[config.mk]
export PLATFORM = sky130hd
export DESIGN_NAME = key_matrix_scan_debounce
export DESIGN_NICKNAME = d
export VERILOG_FILES = /design/src/hdl/kmsd_pkg.sv /design/src/hdl/kmsd_hist_ram.sv /design/src/hdl/kmsd_scan_seq.sv /design/src/hdl/key_matrix_scan_debounce.sv
export SDC_FILE = /design/constraint.sdc
export NUM_CORES = 1
export LEC_CHECK = 0
export BUFFER_PORTS_ARGS = -buffer_cell sky130_fd_sc_hd__buf_2
export CORE_MARGIN = 4
export CORE_UTILIZATION = 54
export DETAILED_ROUTE_END_ITERATION = 10
export PLACE_DENSITY = 0.74
export SLEW_MARGIN = 20
export SYNTH_ARGS = -nofsm -noshare
export SYNTH_HDL_FRONTEND = slang
export SYNTH_HIERARCHICAL = 1
export SYNTH_SLANG_ARGS = --single-unit
[constraint.sdc]
create_clock -name clock -period 4.5 [get_ports clock]
set_input_delay 0.45 -clock clock [delete_from_list [all_inputs] [get_ports clock]]
set_output_delay 0.45 -clock clock [all_outputs]
set_load 0.1 [all_outputs]
[src/hdl/kmsd_pkg.sv]
// shared constants, pin tables and status types of the key matrix scanner
package kmsd_pkg;

   localparam int ROWS_DEF  = 5;
   localparam int COLS_DEF  = 8;
   localparam int SIDES_DEF = 2;

   localparam int PINS_W     = 16;
   localparam int TIME_W     = 32;
   localparam int KIND_W     = 2;
   localparam int KEY_IDX_W  = 7;
   localparam int ROW_W      = 3;
   localparam int WIRED_COLS = 8;
   localparam int PIN_IDX_W  = 4;

   localparam logic [KIND_W-1:0] KIND_PRESS   = 2'd0;
   localparam logic [KIND_W-1:0] KIND_RELEASE = 2'd1;
   localparam logic [KIND_W-1:0] KIND_DONE    = 2'd2;

   localparam logic [PINS_W-1:0] ALL_ONES    = 16'hffff;
   localparam logic [1:0]        PHASE_NONE  = 2'd0;
   localparam logic [1:0]        PHASE_A     = 2'd1;
   localparam logic [1:0]        PHASE_B     = 2'd2;
   localparam logic [1:0]        BOTH_PHASES = 2'd3;

   localparam logic [PIN_IDX_W-1:0] COL_PIN_L [WIRED_COLS] =
      '{4'd13, 4'd10, 4'd9, 4'd8, 4'd7, 4'd6, 4'd5, 4'd4};
   localparam logic [PIN_IDX_W-1:0] COL_PIN_R [WIRED_COLS] =
      '{4'd3, 4'd6, 4'd7, 4'd8, 4'd9, 4'd10, 4'd11, 4'd12};
   localparam logic [PIN_IDX_W-1:0] ENC_PIN_L [2] = '{4'd3, 4'd2};
   localparam logic [PIN_IDX_W-1:0] ENC_PIN_R [2] = '{4'd13, 4'd14};

   function automatic logic [PIN_IDX_W-1:0] col_pin(input logic side, input logic [2:0] col);
      logic [PIN_IDX_W-1:0] p;
      p = side ? COL_PIN_R[col] : COL_PIN_L[col];
      return p;
   endfunction

   function automatic logic [PIN_IDX_W-1:0] enc_pin(input logic side, input logic rot);
      logic [PIN_IDX_W-1:0] p;
      p = side ? ENC_PIN_R[rot] : ENC_PIN_L[rot];
      return p;
   endfunction

   typedef struct packed {
      logic advance;
      logic done_take;
   } seq_ctl_type;

   typedef struct packed {
      logic              step_valid;
      logic              sample_on;
      logic              done_pend;
      logic [ROW_W-1:0]  drive_row;
      logic [1:0]        fault;
      logic [TIME_W-1:0] time_stamp;
   } seq_sts_type;

endpackage

[src/hdl/kmsd_hist_ram.sv]
// key history memory, one synchronous read and one write port, valid bit per entry
module kmsd_hist_ram #(
   parameter int DEPTH  = 84,
   parameter int ADDR_W = 7
) (
   input  logic              clock,
   input  logic              reset,
   input  logic              rd_en,
   input  logic [ADDR_W-1:0] rd_addr,
   output logic [1:0]        rd_data,
   input  logic              wr_en,
   input  logic [ADDR_W-1:0] wr_addr,
   input  logic [1:0]        wr_data
);

   logic [1:0] mem [DEPTH];
   logic       valid_ff [DEPTH];
   logic [1:0] rd_data_ff;
   logic       rd_vld_ff;

   always_ff @(posedge clock) begin
      if (wr_en) begin
         mem[wr_addr] <= wr_data;
      end
      if (rd_en) begin
         if (wr_en && (wr_addr == rd_addr)) begin
            rd_data_ff <= wr_data;
         end else begin
            rd_data_ff <= mem[rd_addr];
         end
      end
   end

   always_ff @(posedge clock) begin
      if (reset) begin
         for (int i = 0; i < DEPTH; i++) begin
            valid_ff[i] <= 1'b0;
         end
         rd_vld_ff <= 1'b0;
      end else begin
         if (wr_en) begin
            valid_ff[wr_addr] <= 1'b1;
         end
         if (rd_en) begin
            rd_vld_ff <= valid_ff[rd_addr] || (wr_en && (wr_addr == rd_addr));
         end
      end
   end

   assign rd_data = rd_vld_ff ? rd_data_ff : 2'b00;

endmodule

[src/hdl/kmsd_scan_seq.sv]
// scan sequencer: latches one row scan, walks its keys and decodes the encoders
module kmsd_scan_seq #(
   parameter int ROWS  = kmsd_pkg::ROWS_DEF,
   parameter int COLS  = kmsd_pkg::COLS_DEF,
   parameter int SIDES = kmsd_pkg::SIDES_DEF,
   parameter int KEY_W = 7
) (
   input  logic                               clock,
   input  logic                               reset,
   input  logic [1:0]                         side_enable,
   input  logic                               in_valid,
   output logic                               in_ready,
   input  logic [kmsd_pkg::PINS_W-1:0]        left_pins,
   input  logic [kmsd_pkg::PINS_W-1:0]        right_pins,
   input  logic [1:0]                         side_ready,
   input  logic [kmsd_pkg::TIME_W-1:0]        time_stamp,
   input  kmsd_pkg::seq_ctl_type              ctl,
   output kmsd_pkg::seq_sts_type              sts,
   output logic [KEY_W-1:0]                   step_key
);

   localparam int POS_W    = $clog2(COLS + 2);
   localparam int MAT_SIDE = ROWS * COLS;
   localparam int MAT_KEYS = SIDES * ROWS * COLS;
   localparam logic [POS_W-1:0] POS_ROT0  = POS_W'(COLS);
   localparam logic [POS_W-1:0] POS_ROT1  = POS_W'(COLS + 1);
   localparam logic             SIDE_LAST = 1'(SIDES - 1);

   localparam logic [1:0] ST_IDLE = 2'd0;
   localparam logic [1:0] ST_RUN  = 2'd1;
   localparam logic [1:0] ST_DONE = 2'd2;

   logic [1:0]                        state_ff, state_in;
   logic                              side_ff, side_in;
   logic [POS_W-1:0]                  pos_ff, pos_in;
   logic [kmsd_pkg::PINS_W-1:0]       pins_ff [2];
   logic [kmsd_pkg::PINS_W-1:0]       pins_in [2];
   logic [kmsd_pkg::ROW_W-1:0]        curr_ff, curr_in;
   logic [kmsd_pkg::ROW_W-1:0]        row_ff, row_in;
   logic [1:0]                        fault_ff, fault_in;
   logic [kmsd_pkg::TIME_W-1:0]       time_ff, time_in;
   logic [1:0]                        phase_ff [2];
   logic [1:0]                        phase_in [2];
   logic [1:0]                        dir_ff, dir_in;

   logic                              accept;
   logic [kmsd_pkg::ROW_W-1:0]        row_cur;
   logic [kmsd_pkg::ROW_W-1:0]        row_after;
   logic [kmsd_pkg::PINS_W-1:0]       raw_pins [2];
   logic [kmsd_pkg::PINS_W-1:0]       cur_pins;
   logic [2:0]                        col;
   logic                              mat_on;
   logic [1:0]                        rbits;
   logic [1:0]                        ph;
   logic [1:0]                        phase_new;
   logic [1:0]                        dir_new;
   logic                              on;

   assign in_ready = (state_ff == ST_IDLE);
   assign accept   = in_valid && in_ready;
   assign raw_pins[0] = left_pins;
   assign raw_pins[1] = right_pins;

   always_comb begin
      row_cur   = (int'(row_ff) >= ROWS) ? '0 : row_ff;
      row_after = (int'(row_cur) + 1 >= ROWS) ? '0 : kmsd_pkg::ROW_W'(int'(row_cur) + 1);
   end

   always_comb begin
      cur_pins = pins_ff[side_ff];
      col      = 3'(pos_ff);
      mat_on   = (int'(pos_ff) < kmsd_pkg::WIRED_COLS) &&
                 cur_pins[kmsd_pkg::col_pin(side_ff, col)];
      rbits    = {cur_pins[kmsd_pkg::enc_pin(side_ff, 1'b1)],
                  cur_pins[kmsd_pkg::enc_pin(side_ff, 1'b0)]};
      ph        = phase_ff[side_ff];
      phase_new = ph;
      dir_new   = kmsd_pkg::PHASE_NONE;
      if (ph == kmsd_pkg::PHASE_NONE) begin
         phase_new = rbits;
      end else if (rbits == kmsd_pkg::PHASE_NONE) begin
         phase_new = kmsd_pkg::PHASE_NONE;
      end else if ((ph | rbits) == kmsd_pkg::BOTH_PHASES) begin
         dir_new = ph;
      end
      if (pos_ff < POS_ROT0) begin
         on       = mat_on;
         step_key = KEY_W'(int'(side_ff) * MAT_SIDE + int'(curr_ff) * COLS + int'(pos_ff));
      end else begin
         on       = (pos_ff == POS_ROT0) ? (dir_new == kmsd_pkg::PHASE_B)
                                         : (dir_ff == kmsd_pkg::PHASE_A);
         step_key = KEY_W'(MAT_KEYS + int'(side_ff) * 2 + int'(pos_ff) - COLS);
      end
   end

   always_comb begin
      state_in = state_ff;
      side_in  = side_ff;
      pos_in   = pos_ff;
      curr_in  = curr_ff;
      row_in   = row_ff;
      fault_in = fault_ff;
      time_in  = time_ff;
      dir_in   = dir_ff;
      for (int s = 0; s < 2; s++) begin
         pins_in[s]  = pins_ff[s];
         phase_in[s] = phase_ff[s];
      end
      case (state_ff)
         ST_IDLE: begin
            if (accept) begin
               state_in = ST_RUN;
               side_in  = 1'b0;
               pos_in   = '0;
               curr_in  = row_cur;
               row_in   = row_after;
               time_in  = time_stamp;
               for (int s = 0; s < 2; s++) begin
                  fault_in[s] = 1'b0;
                  pins_in[s]  = '0;
                  if (side_enable[s] && side_ready[s]) begin
                     if (raw_pins[s] == kmsd_pkg::ALL_ONES) begin
                        fault_in[s] = 1'b1;
                     end else begin
                        pins_in[s] = raw_pins[s];
                     end
                  end
               end
            end
         end
         ST_RUN: begin
            if (ctl.advance) begin
               if (pos_ff == POS_ROT0) begin
                  phase_in[side_ff] = phase_new;
                  dir_in            = dir_new;
               end
               if (pos_ff == POS_ROT1) begin
                  pos_in = '0;
                  if (side_ff == SIDE_LAST) begin
                     state_in = ST_DONE;
                  end else begin
                     side_in = 1'b1;
                  end
               end else begin
                  pos_in = pos_ff + 1'b1;
               end
            end
         end
         ST_DONE: begin
            if (ctl.done_take) begin
               state_in = ST_IDLE;
            end
         end
         default: begin
            state_in = ST_IDLE;
         end
      endcase
   end

   always_ff @(posedge clock) begin
      if (reset) begin
         state_ff <= ST_IDLE;
         side_ff  <= 1'b0;
         pos_ff   <= '0;
         row_ff   <= '0;
         dir_ff   <= kmsd_pkg::PHASE_NONE;
         for (int s = 0; s < 2; s++) begin
            phase_ff[s] <= kmsd_pkg::PHASE_NONE;
         end
      end else begin
         state_ff <= state_in;
         side_ff  <= side_in;
         pos_ff   <= pos_in;
         row_ff   <= row_in;
         dir_ff   <= dir_in;
         for (int s = 0; s < 2; s++) begin
            phase_ff[s] <= phase_in[s];
         end
      end
   end

   always_ff @(posedge clock) begin
      curr_ff  <= curr_in;
      fault_ff <= fault_in;
      time_ff  <= time_in;
      for (int s = 0; s < 2; s++) begin
         pins_ff[s] <= pins_in[s];
      end
   end

   always_comb begin
      sts.step_valid = (state_ff == ST_RUN);
      sts.sample_on  = on;
      sts.done_pend  = (state_ff == ST_DONE);
      sts.drive_row  = row_ff;
      sts.fault      = fault_ff;
      sts.time_stamp = time_ff;
   end

endmodule

[src/hdl/key_matrix_scan_debounce.sv]
// key matrix row scanner with two-sample debounce, top level
//
//  channel  dir  handshake               payload
//  req      in   req_tvalid/req_tready   tdata: left_pins, right_pins, time_stamp;
//                                        tuser: side_ready
//  rsp      out  rsp_tvalid/rsp_tready   tdata: key_index, event_time, drive_row, read_fault;
//                                        tuser: kind; tlast: last
//  csr      in   csr_valid/csr_ready     csr_wdata: side_enable
//
//  a scan reads one key history entry a cycle on the memory port unless stalled, evaluates
//  it the next cycle and writes it back once not stalled, then sends the scan done word
//  a stalled rsp word holds the key pipeline whenever another key edge is ready to leave
//  reset clears the history valid bits, encoder phases, scan row and side_enable to 3
//  the next scan is taken once the scan done word sits in the output register
module key_matrix_scan_debounce #(
   parameter int ROWS  = kmsd_pkg::ROWS_DEF,
   parameter int COLS  = kmsd_pkg::COLS_DEF,
   parameter int SIDES = kmsd_pkg::SIDES_DEF
) (
   input  logic        clock,
   input  logic        reset,
   input  logic        req_tvalid,
   output logic        req_tready,
   input  logic [63:0] req_tdata,   // left_pins, right_pins, time_stamp
   input  logic [1:0]  req_tuser,   // side_ready
   output logic        rsp_tvalid,
   input  logic        rsp_tready,
   output logic [47:0] rsp_tdata,   // key_index, event_time, drive_row, read_fault, zero fill
   output logic [1:0]  rsp_tuser,   // kind
   output logic        rsp_tlast,
   input  logic        csr_valid,
   output logic        csr_ready,
   input  logic [1:0]  csr_wdata
);

   localparam int NUM_KEYS = SIDES * ROWS * COLS + 2 * SIDES;
   localparam int KEY_W    = $clog2(NUM_KEYS);

   logic [1:0]                        side_enable_ff;
   kmsd_pkg::seq_ctl_type             ctl;
   kmsd_pkg::seq_sts_type             sts;
   logic [KEY_W-1:0]                  step_key;

   logic                              ev_valid_ff, ev_valid_in;
   logic [KEY_W-1:0]                  ev_key_ff, ev_key_in;
   logic                              ev_on_ff, ev_on_in;

   logic [1:0]                        hist_rd;
   logic [1:0]                        hist_new;
   logic                              pressed;
   logic                              hist_flip;
   logic                              slot_free;
   logic                              stall;
   logic                              advance;
   logic                              ev_load;
   logic                              done_load;
   logic                              wr_en;

   logic                              rsp_valid_ff, rsp_valid_in;
   logic [kmsd_pkg::KIND_W-1:0]       rsp_kind_ff, rsp_kind_in;
   logic [kmsd_pkg::KEY_IDX_W-1:0]    rsp_key_ff, rsp_key_in;
   logic [kmsd_pkg::TIME_W-1:0]       rsp_time_ff, rsp_time_in;
   logic [kmsd_pkg::ROW_W-1:0]        rsp_row_ff, rsp_row_in;
   logic [1:0]                        rsp_fault_ff, rsp_fault_in;
   logic                              rsp_last_ff, rsp_last_in;

   assign csr_ready = 1'b1;

   always_ff @(posedge clock) begin
      if (reset) begin
         side_enable_ff <= 2'b11;
      end else if (csr_valid && csr_ready) begin
         side_enable_ff <= csr_wdata;
      end
   end

   kmsd_scan_seq #(
      .ROWS  (ROWS),
      .COLS  (COLS),
      .SIDES (SIDES),
      .KEY_W (KEY_W)
   ) u_seq (
      .clock       (clock),
      .reset       (reset),
      .side_enable (side_enable_ff),
      .in_valid    (req_tvalid),
      .in_ready    (req_tready),
      .left_pins   (req_tdata[15:0]),
      .right_pins  (req_tdata[31:16]),
      .side_ready  (req_tuser),
      .time_stamp  (req_tdata[63:32]),
      .ctl         (ctl),
      .sts         (sts),
      .step_key    (step_key)
   );

   kmsd_hist_ram #(
      .DEPTH  (NUM_KEYS),
      .ADDR_W (KEY_W)
   ) u_hist (
      .clock   (clock),
      .reset   (reset),
      .rd_en   (advance),
      .rd_addr (step_key),
      .rd_data (hist_rd),
      .wr_en   (wr_en),
      .wr_addr (ev_key_ff),
      .wr_data (hist_new)
   );

   always_comb begin
      pressed   = hist_rd[0] && ev_on_ff;
      hist_new  = {pressed, ev_on_ff};
      hist_flip = (hist_rd[1] != pressed);
      slot_free = !rsp_valid_ff || rsp_tready;
      stall     = ev_valid_ff && hist_flip && !slot_free;
      advance   = sts.step_valid && !stall;
      wr_en     = ev_valid_ff && !stall;
      ev_load   = ev_valid_ff && hist_flip && slot_free;
      done_load = sts.done_pend && !ev_valid_ff && slot_free;
      ctl.advance   = advance;
      ctl.done_take = done_load;
   end

   always_comb begin
      ev_valid_in = ev_valid_ff;
      ev_key_in   = ev_key_ff;
      ev_on_in    = ev_on_ff;
      if (!stall) begin
         ev_valid_in = sts.step_valid;
         ev_key_in   = step_key;
         ev_on_in    = sts.sample_on;
      end
   end

   always_comb begin
      rsp_valid_in = rsp_valid_ff && !rsp_tready;
      rsp_kind_in  = rsp_kind_ff;
      rsp_key_in   = rsp_key_ff;
      rsp_time_in  = rsp_time_ff;
      rsp_row_in   = rsp_row_ff;
      rsp_fault_in = rsp_fault_ff;
      rsp_last_in  = rsp_last_ff;
      if (ev_load) begin
         rsp_valid_in = 1'b1;
         rsp_kind_in  = pressed ? kmsd_pkg::KIND_PRESS : kmsd_pkg::KIND_RELEASE;
         rsp_key_in   = kmsd_pkg::KEY_IDX_W'(ev_key_ff);
         rsp_time_in  = sts.time_stamp;
         rsp_row_in   = '0;
         rsp_fault_in = 2'b00;
         rsp_last_in  = 1'b0;
      end else if (done_load) begin
         rsp_valid_in = 1'b1;
         rsp_kind_in  = kmsd_pkg::KIND_DONE;
         rsp_key_in   = '0;
         rsp_time_in  = sts.time_stamp;
         rsp_row_in   = sts.drive_row;
         rsp_fault_in = sts.fault;
         rsp_last_in  = 1'b1;
      end
   end

   always_ff @(posedge clock) begin
      if (reset) begin
         ev_valid_ff  <= 1'b0;
         rsp_valid_ff <= 1'b0;
      end else begin
         ev_valid_ff  <= ev_valid_in;
         rsp_valid_ff <= rsp_valid_in;
      end
   end

   always_ff @(posedge clock) begin
      ev_key_ff    <= ev_key_in;
      ev_on_ff     <= ev_on_in;
      rsp_kind_ff  <= rsp_kind_in;
      rsp_key_ff   <= rsp_key_in;
      rsp_time_ff  <= rsp_time_in;
      rsp_row_ff   <= rsp_row_in;
      rsp_fault_ff <= rsp_fault_in;
      rsp_last_ff  <= rsp_last_in;
   end

   assign rsp_tvalid = rsp_valid_ff;
   assign rsp_tuser  = rsp_kind_ff;
   assign rsp_tlast  = rsp_last_ff;
   assign rsp_tdata  = {4'b0000, rsp_fault_ff, rsp_row_ff, rsp_time_ff, rsp_key_ff};

`ifndef SYNTH
   a_last_is_done: assert property (@(posedge clock) disable iff (reset)
      rsp_tvalid && rsp_tlast |-> rsp_tuser == kmsd_pkg::KIND_DONE)
      else $error("last word is not a scan done word");

   a_accept_empty: assert property (@(posedge clock) disable iff (reset)
      req_tvalid && req_tready |-> !ev_valid_ff && !sts.done_pend)
      else $error("scan taken while keys still in flight");

   a_no_same_entry: assert property (@(posedge clock) disable iff (reset)
      advance && wr_en |-> step_key != ev_key_ff)
      else $error("history read and write hit the same entry");

   a_stall_holds: assert property (@(posedge clock) disable iff (reset)
      stall |=> ev_valid_ff && $stable(ev_key_ff) && $stable(ev_on_ff))
      else $error("evaluated key lost during output stall");

   a_done_then_idle: assert property (@(posedge clock) disable iff (reset)
      done_load |=> req_tready)
      else $error("sequencer not idle after scan done");
`endif

endmodule

==> reports/qor.txt, run 1 <==
Status - finished, final reports clean
Final instance area - 0.0203 sq mm
Clk Latency, worst-skew pair - 0.54 ns
Drc violations - 0
CP Class - reg -> reg
FF-to-FF setup slack - 0.89 ns
Worst r2r path cells - 12
Hpwl dp - 25400 microns
GRT overflow - 0
Pwr per Cell Area - 431 mW/mm^2
Hold path cells - 1
Synth area leaders - edfxtp_1, dfxtp_1, mux4_2
CP Launch Type - register
Least-Margin Pin Slew - 1.06 ns
Inserted Diodes - 0
Avg Cell Area, Syn - 14.0 sq um
Die W - 190 microns
Syn. warnings - 6
Total GRT Usage - 21.6%
Worst hold path type - in -> reg
Crit path from - u_seq/side_ff$_SDFFE_PP0P_
Multi-input gate area - 0.00571 sq mm
Final hold violation count - 0
Seq/Total Area, Yosys - 65.8%
TritonCTS clock tree - done
Top_reg_cell synth - edfxtp_1
EDFF count, synth - 288
Endpoint type of the worst setup path - register
Rel. slew slack - 28.9%
Via/cell ratio - 5.76
Setup TNS - 0 ns
Tcrit/Tclk final - 80.2%
Worst-path cell chain - inv_1, fa_1, inv_1, ha_1, fa_1, nor2b_1, buf_4, xor2_1, nor4_1, nand4_1, and3_1, o21ai_1
Routed Antenna Nets - 0
RR Endpoint - u_hist/rd_data_ff[0]$_DFFE_PP_
Initial antenna violation count - 0
Final Wtd Congestion - 0.853
Worst r2r src - u_seq/side_ff$_SDFFE_PP0P_
Postcts setup bufs - 0
Die ar. - 0.0361 sq mm
Starting Density - 54.9%
Share of cells above drive strength 1 - 21.1%
Worst-case vdd ir drop - 409 uV
RSZ-0062 raised after global routing - false
Min cycle time layout - 3.61 ns
Hold Slack - 0.0803 ns
Clock slew at reported path FFs - 0.06 ns
Max incr delay on CP - 0.71 ns
CORE AREA - 0.0326 sq mm
Synth area leader - edfxtp_1
# setup viols final - 0
Unique masters post-synth - 73
Fillcell total - 2393
Row cnt - 66
Pin count of the biggest net entering global routing - 87
Async set-or-reset flop fraction in the synthesized netlist - 0%
DRT Wirelength - 38600 microns
Yosys reg bits - 444
Post-CTS resize count - 0
Maximum clock rate - 0.277 GHz
Crit-path slowest cell - dfxtp_1
CP Data Required Time - 4.89 ns
Die H - 190 microns
Most numerous cell in the Yosys netlist - edfxtp_1
Pre-antenna DRT Iters - 5
CTS sink cnt - 444
Area Growth Syn to Fin - 13.7%
Max-cap viol count - 0
Hold-fix buffers at CTS - 0
Max-slew violation count - 0
Hold path start - req_tdata[57]
Clock Tree Root - clkbuf_16
Synth top area share - 48.3%
Fin util - 62.4%
IO buf count - 121
Arr. time, crit path - 4.00 ns
Worst clock skew - 0.0121 ns
Initial DRC Count - 1058
Crit path max fanout - 15
WL/cell - 20.6 microns
Vias in the first global route - 10700
First-pass GRT wire length - 61400 microns
Static Leak - 7.48 nW
Worst min-delay path endpoint - u_seq/time_ff[25]$_DFFE_PP_
Clock Path Buffers - 3
CTS buffer count - 45
Placed Instance Area - 0.0189 sq mm
Post-synth top cells - edfxtp_1, nor2_1, dfxtp_1
Final #Nets - 1480
DR vias - 10800
Synthesized area - 0.0179 sq mm
Storage element area - 0.0118 sq mm
Mapped Cells - 1280
# IOs - 127
H-tree Lvls - 2
layer usage:
| layer | global-route usage [%] | up-vias | part of all wire [%] |
|---|---|---|---|
| met5 | 0 | - | 0 |
| met2 | 35.1 | 449 | 48 |
| met3 | 3.36 | 62 | 7.2 |
| li1 | - | 4921 | - |
| met4 | 5.73 | 0 | 2.2 |
| met1 | 30.8 | 5376 | 42 |
critical path: cells and delay by family (launching register included):
kind                       cells  cell delay (ns)
adders and majority gates      3             1.01
and+or+nand+nor                4             0.98
DFF                            1             0.71
buffers and inverters          3             0.47
xor gates and xnor gates       1             0.16
AOI/OAI and AO/OA              1             0.13
sequential cells by signal, indices dropped and copies added, names as in the netlist, 3 cells and up, named ones only:
name / cells
ev_key_ff: 7
rsp_key_ff: 7
rsp_row_ff: 3
rsp_time_ff: 32
u_hist/mem: 168
u_hist/valid_ff: 128
u_seq/curr_ff: 3
u_seq/phase_ff: 4
u_seq/pins_ff: 32
u_seq/pos_ff: 4
u_seq/row_ff: 3
u_seq/time_ff: 32
cell families after synthesis:
| logic type | Yosys count | synth area share (%) |
|---|---|---|
| simple gates | 480 | 12.1 |
| flops | 444 | 65.8 |
| compound gates | 124 | 4.99 |
| mux | 124 | 13.1 |
| buf+inv | 86 | 2.63 |
| fa+ha+maj | 11 | 0.853 |
| xor+xnor | 9 | 0.440 |
| other cells | 2 | 0.0420 |
layout make-up:
cell class | instances | share of cell area [%]
well taps | 442 | 2.72
inverters | 17 | 0.314
repair buffers | 135 | 3.69
flip-flops and latches | 444 | 57.9
clock buffers | 59 | 6.10
clock inverters | 25 | 1.24
multi-input cells | 753 | 28.1
placed cells by master, fill, tap and decap left out, drive strengths merged, types with 3 or more instances in the layout:
master   instances
xnor2            3
nand4           12
nor4             4
and2            48
edfxtp         288
a21oi           19
a41o             3
clkinv          17
o22ai            4
a311oi           3
xor2             6
dfxtp          156
mux2             5
nand3           19
a31oi            3
nand3b           4
buf            135
nand2b          11
bufinv           5
clkbuf          59
a211oi           8
inv             18
or2              5
and3             3
conb             5
mux4            84
nand2           47
a21o            39
a2111oi          3
mux2i           35
nor2           287
nor2b           27
ha               9
o21ai           19
nor3             5
power by group:
part           internal (W)  switching (W)
clock               0.00223        0.00150
sequential          0.00446      0.0000470
combinational      0.000165       0.000375
worst max-delay path by stage:
stage                                           endpoint  depth (start not counted)
final                     u_hist/rd_data_ff[0]$_DFFE_PP_                         12
after global placement    u_hist/rd_data_ff[0]$_DFFE_PP_                         12
after global routing      u_hist/rd_data_ff[0]$_DFFE_PP_                         12
after floorplan              rsp_key_ff[0]$_SDFFCE_PN0P_                          3
after detailed placement  u_hist/rd_data_ff[0]$_DFFE_PP_                         12
after CTS                 u_hist/rd_data_ff[0]$_DFFE_PP_                         12
per-stage QoR:
step                setup slack (ns)  power, W  std cells
floorplan                     0.0145   0.00497       1283
global placement                1.04   0.00512       1791
detailed placement             0.920   0.00513       1791
CTS                            0.895   0.00882       1875
global route                   0.635   0.00907       1875
finish                         0.889   0.00877       1875
Power figures use the tool's default switching activity.
==> run 2, diff against run 1 <==
==> constraint.sdc (replaced) <==
create_clock -name clock -period 2.9 [get_ports clock]
set_input_delay 0.29 -clock clock [delete_from_list [all_inputs] [get_ports clock]]
set_output_delay 0.29 -clock clock [all_outputs]
set_load 0.1 [all_outputs]
==> reports/qor.txt, run 2 (same netlist as run 1, synthesis figures left out) <==
Status - finished, final reports clean
Hold path cells - 2
# IOs - 127
Clk Latency, worst-skew pair - 0.54 ns
Final #Nets - 1570
Via/cell ratio - 5.71
Clock share of power - 42.8%
Tcrit/Tclk final - 94.9%
Share of cells above drive strength 1 - 29.4%
Max-cap viol count - 0
RSZ-0062 raised after global routing - false
# setup viols final - 0
Worst-path cell chain - inv_1, fa_1, inv_1, ha_1, fa_1, nor2b_1, xor2_1, nor4_2, nand4_1, buf_4, and3_1, o21ai_1
TritonCTS clock tree - done
CTS buffer count - 44
Most frequent cells in the layout - edfxtp_1, nor2_1, dfxtp_1
NetSw - 0.00304 W
Most common cell after layout, fill and taps aside - edfxtp_1
Row cnt - 66
Final instance area - 0.0218 sq mm
Worst min-delay path endpoint - side_enable_ff[1]$_SDFFE_PP1P_
CP Data Required Time - 3.27 ns
Clock slew at reported path FFs - 0.07 ns
Hpwl dp - 27300 microns
Vias in the first global route - 11400
Pin count of the biggest net entering global routing - 75
Endpoint type of the worst setup path - register
Crit path max fanout - 7
Initial antenna violation count - 0
Starting Density - 54.9%
Biggest regs - u_hist/mem x168, u_hist/valid_ff x128
CP Class - reg -> reg
Routed Antenna Nets - 0
FF-to-FF setup slack - 0.15 ns
Biggest register - u_hist/mem
Die W - 190 microns
DRT Wirelength - 41100 microns
H-tree Lvls - 2
Crit-path slowest cell - fa_1
WL/cell - 20.9 microns
Worst r2r src - u_seq/side_ff$_SDFFE_PP0P_
Die H - 190 microns
Rel. slew slack - 42.6%
Worst r2r path cells - 12
Min cycle time layout - 2.75 ns
Least-Margin Pin Slew - 0.853 ns
Worst hold path type - in -> reg
Final hold violation count - 0
Final Wtd Congestion - 0.895
Maximum clock rate - 0.363 GHz
Switching Share - 21.8%
Internal power - 0.0109 W
GRT overflow - 0
Worst clock skew - 0.0177 ns
RR Endpoint - u_hist/rd_data_ff[0]$_DFFE_PP_
Pwr per Cell Area - 641 mW/mm^2
Placed Instance Area - 0.0198 sq mm
DR vias - 11200
Hold path start - csr_valid
Number of placed cells counting well taps - 1844
Largest register FFs - 168
CTS sink cnt - 444
Total GRT Usage - 22.6%
Finished Layout Cells - 1964
Max-slew violation count - 0
Sequential Power Share - 50.0%
Initial DRC Count - 839
Worst-case vdd ir drop - 541 uV
Area Growth Syn to Fin - 21.7%
Arr. time, crit path - 3.13 ns
Static Leak - 7.98 nW
Clock Tree Root - clkbuf_16
Hold Slack - 0.0270 ns
Comb pwr share - 7.1%
Drc violations - 0
Clock Path Buffers - 3
IO buf count - 121
First-pass GRT wire length - 63600 microns
CP Launch Type - register
Pre-antenna DRT Iters - 5
CORE AREA - 0.0326 sq mm
Max incr delay on CP - 0.43 ns
Die ar. - 0.0361 sq mm
Overall power - 0.0140 W
Inserted Diodes - 0
## run 2: cell types whose count changed in the layout (fill, tap and decap cells not counted), moves of 4 or more
cell,before,now
dlygate4sd3_1,0,35
buf_12,3,11
buf_4,12,60
nor2_1,287,209
clkbuf_8,2,7
nor2_4,0,54
nand2_1,47,43
nor2_2,0,24
nand2_2,0,4
clkinv_2,11,5
## run 2: metrics by stage
| stage | TNS (ns) | setup WS, ns | utilization [%] |
|---|---|---|---|
| 2_1_floorplan | -126.65 | -0.586 | - |
| 3_3_place_gp | 0 | 0.0175 | 60.9 |
| 3_5_place_dp | -0.0392 | -0.0392 | 60.9 |
| 4_1_cts | 0 | 0.0238 | 66.7 |
| 5_1_grt | 0 | 0.000581 | 66.8 |
| 6_report | 0 | 0.147 | 66.8 |
## run 2: layout make-up
type,instances,area [sq um]
inverters,17,63.8
well taps,442,553
clock buffers,61,1260
flip-flops and latches,444,11800
multi-input cells,753,6220
fillers,2222,10800
clock inverters,21,287
repair buffers,226,1620
## run 2: how the worst max path moves through the flow
stage	from	end	slack [ns]	cells after the start
5_1_grt	u_seq/side_ff$_SDFFE_PP0P_	u_hist/rd_data_ff[0]$_DFFE_PP_	0.0006	12
2_1_floorplan	ev_on_ff$_DFFE_PN_	u_seq/phase_ff[1][0]$_SDFFE_PP0P_	-0.59	9
3_5_place_dp	u_seq/side_ff$_SDFFE_PP0P_	u_hist/rd_data_ff[0]$_DFFE_PP_	-0.04	11
4_1_cts	u_seq/side_ff$_SDFFE_PP0P_	u_hist/rd_data_ff[0]$_DFFE_PP_	0.02	12
6_report	u_seq/side_ff$_SDFFE_PP0P_	u_hist/rd_data_ff[0]$_DFFE_PP_	0.15	12
3_3_place_gp	u_seq/side_ff$_SDFFE_PP0P_	u_hist/rd_data_ff[0]$_DFFE_PP_	0.02	11
## run 2: timing repair
item,CTS,global route
endpoints found under the hold margin,34,0
gates resized for setup,0,4
endpoints found under the setup margin,2,3
hold buffers,35,0
pin swaps,1,2
buffers inserted,1,2
## run 2: power by group through the flow
| stage | sequential (W) | clock [W] | combinational (W) |
|---|---|---|---|
| final | 0.00698 | 0.00598 | 0.000997 |
| after global routing | 0.00698 | 0.00635 | 0.00106 |
| after CTS | 0.00698 | 0.00608 | 0.000990 |
| after detailed placement | 0.00711 | 0 | 0.000948 |
| after global placement | 0.00711 | 0 | 0.000934 |
| after floorplan | 0.00723 | 0 | 0.000520 |
## run 2: worst max-delay path: cells and delay by family, from the launching register on
kind	cells	cell delay [ns]
adder cells (fa/ha/maj)	3	0.99
AND/OR/NAND/NOR	4	0.59
flip-flops	1	0.36
buffers and inverters	3	0.33
XOR/XNOR	1	0.17
AO/OA/AOI/OAI	1	0.14
## run 2: per-layer routing
| metal | track usage [%] | vias up | wire length (microns) |
|---|---|---|---|
| li1 | - | 5110 | - |
| met1 | 30.2 | 5619 | 17000 |
| met2 | 38.0 | 417 | 20200 |
| met3 | 4.81 | 73 | 2910 |
| met4 | 6.09 | 0 | 1000 |
| met5 | 0 | - | 0 |
==> run 3, diff against run 2 <==
--- a/config.mk
+++ b/config.mk
@@ -7,9 +7,10 @@
 export LEC_CHECK = 0
 export BUFFER_PORTS_ARGS = -buffer_cell sky130_fd_sc_hd__buf_2
 export CORE_MARGIN = 4
-export CORE_UTILIZATION = 54
+export CORE_UTILIZATION = 45
 export DETAILED_ROUTE_END_ITERATION = 10
-export PLACE_DENSITY = 0.74
+export GPL_TIMING_DRIVEN = 0
+export PLACE_DENSITY = 0.64
 export SLEW_MARGIN = 20
 export SYNTH_ARGS = -nofsm -noshare
 export SYNTH_HDL_FRONTEND = slang
==> reports/qor.txt, run 3 (same netlist as run 1, synthesis figures left out) <==
Pre-antenna DRT Iters - 7
CTS sink cnt - 444
DRT Wirelength - 46400 microns
TritonCTS clock tree - done
Min cycle time layout - 2.85 ns
Internal power - 0.0107 W
GRT overflow - 0
Crit path max fanout - 10
Clock share of power - 41.7%
Worst-case vdd ir drop - 434 uV
Hpwl dp - 31100 microns
CP Class - reg -> reg
Static Leak - 8.19 nW
Worst clock skew - 0.0215 ns
Max-cap viol count - 0
Routed Antenna Nets - 0
H-tree Lvls - 2
Die ar. - 0.0430 sq mm
IO buf count - 121
Initial DRC Count - 934
Least-Margin Pin Slew - 0.976 ns
First-pass GRT wire length - 70400 microns
Vias in the first global route - 11500
RR Endpoint - u_hist/rd_data_ff[1]$_DFFE_PP_
Most frequent cells in the layout - edfxtp_1, nor2_1, dfxtp_1
DR vias - 11500
Drc violations - 0
Pwr per Cell Area - 619 mW/mm^2
Die H - 207 microns
Arr. time, crit path - 3.26 ns
Pin count of the biggest net entering global routing - 52
# IOs - 127
Status - finished, final reports clean
Clk Latency, worst-skew pair - 0.57 ns
Total GRT Usage - 21.3%
Most common cell after layout, fill and taps aside - edfxtp_1
# setup viols final - 0
Clock Path Buffers - 3
CORE AREA - 0.0390 sq mm
Endpoint type of the worst setup path - register
Final hold violation count - 0
Starting Density - 45.9%
CP Data Required Time - 3.31 ns
Worst r2r src - u_seq/side_ff$_SDFFE_PP0P_
Row cnt - 72
Largest register FFs - 168
CTS buffer count - 46
Tcrit/Tclk final - 98.2%
Switching Share - 22.8%
NetSw - 0.00317 W
Die W - 207 microns
Initial antenna violation count - 0
Sequential Power Share - 50.0%
Biggest register - u_hist/mem
Maximum clock rate - 0.351 GHz
Final #Nets - 1625
Crit path from - u_seq/side_ff$_SDFFE_PP0P_
Worst hold path type - in -> reg
Number of placed cells counting well taps - 1929
Final Wtd Congestion - 0.846
Max-slew violation count - 0
WL/cell - 22.1 microns
Hold Slack - 0.0363 ns
Rel. slew slack - 34.3%
CP Launch Type - register
Comb pwr share - 8.4%
Clock Tree Root - clkbuf_16
Clock slew at reported path FFs - 0.06 ns
Via/cell ratio - 5.48
Finished Layout Cells - 2097
Worst Setup EP - u_hist/rd_data_ff[1]$_DFFE_PP_
Area Growth Syn to Fin - 25.6%
Biggest regs - u_hist/mem x168, u_hist/valid_ff x128
Worst r2r path cells - 13
FF-to-FF setup slack - 0.05 ns
Share of cells above drive strength 1 - 30.5%
==> run 3: cell type report <==
cell class                 count  area (sq um)
antenna                        1          2.50
buffer                        67           642
clock buffer                  68          1360
clock inverter                17           141
fill                        3005         16500
inverter                      17          71.3
multi-input combinational    753          6310
sequential                   444         11800
tap                          518           648
timing repair buffer         212          1530
==> run 3: worst max-delay path, stage by stage, from the launching register on <==
cell and delay (ns):
dfxtp_4 0.37, buf_8 0.12, inv_4 0.05, fa_2 0.37
inv_2 0.05, ha_2 0.25, or2_4 0.29, buf_8 0.16
inv_6 0.08, nor2_2 0.07, a221o_1 0.33, a211oi_2 0.27
a21oi_2 0.06, a31oi_1 0.20
==> run 3: metrics by stage <==
step	power, W	TNS [ns]	setup slack [ns]	util [%]	cell area [sq um]
6_report	0.0139	0	0.0526	57.6	22500
5_1_grt	0.0144	-0.00740	-0.00493	57.6	22500
4_1_cts	0.0140	-0.00593	-0.00593	57.1	22300
3_5_place_dp	0.00813	-132.64	-1.13	51.1	19900
3_3_place_gp	0.00808	-824.04	-2.77	50.7	19800
2_1_floorplan	0.00775	-126.65	-0.586	-	18500
==> run 3: metal layers <==
layer / up-vias / global-route usage, % / part of all wire (%)
met1: 5704 / 29.3 / 42
met3: 101 / 4.59 / 7.4
li1: 5255 / - / -
met2: 430 / 34.1 / 47
met4: 0 / 7.20 / 3.0
met5: - / 0 / 0
==> run 3: how the worst min path moves through the flow <==
| stage | to | slack, ns | cells past startpoint | start |
|---|---|---|---|---|
| floorplan | ev_valid_ff$_SDFFE_PP0N_ | 0.36 | 1 | reset |
| global placement | rsp_time_ff[5]$_DFFE_PP_ | 0.40 | 0 | u_seq/time_ff[5]$_DFFE_PP_ |
| detailed placement | rsp_time_ff[15]$_DFFE_PP_ | 0.40 | 0 | u_seq/time_ff[15]$_DFFE_PP_ |
| CTS | u_seq/pins_ff[1][10]$_SDFFCE_PP0P_ | 0.0005 | 2 | req_tdata[26] |
| global route | u_seq/pins_ff[1][11]$_SDFFCE_PP0P_ | 0.03 | 2 | req_tdata[27] |
| finish | u_seq/pins_ff[1][8]$_SDFFCE_PP0P_ | 0.04 | 2 | req_tdata[24] |
==> run 3: timing repair <==
action / in CTS / in global routing
hold buffers: 57 / 0
setup endpoints to repair: 285 / 4
pin swaps: 7 / 9
buffers inserted: 14 / 13
gates resized for setup: 61 / 32
endpoints found under the hold margin: 55 / 0
==> run 3: power by group through the flow <==
stage               clock (W)  combinational, W  sequential, W
global route          0.00622           0.00123        0.00696
floorplan                   0          0.000520        0.00723
global placement            0          0.000888        0.00719
finish                0.00580           0.00116        0.00695
detailed placement          0           0.00104        0.00709
CTS                   0.00595           0.00114        0.00695
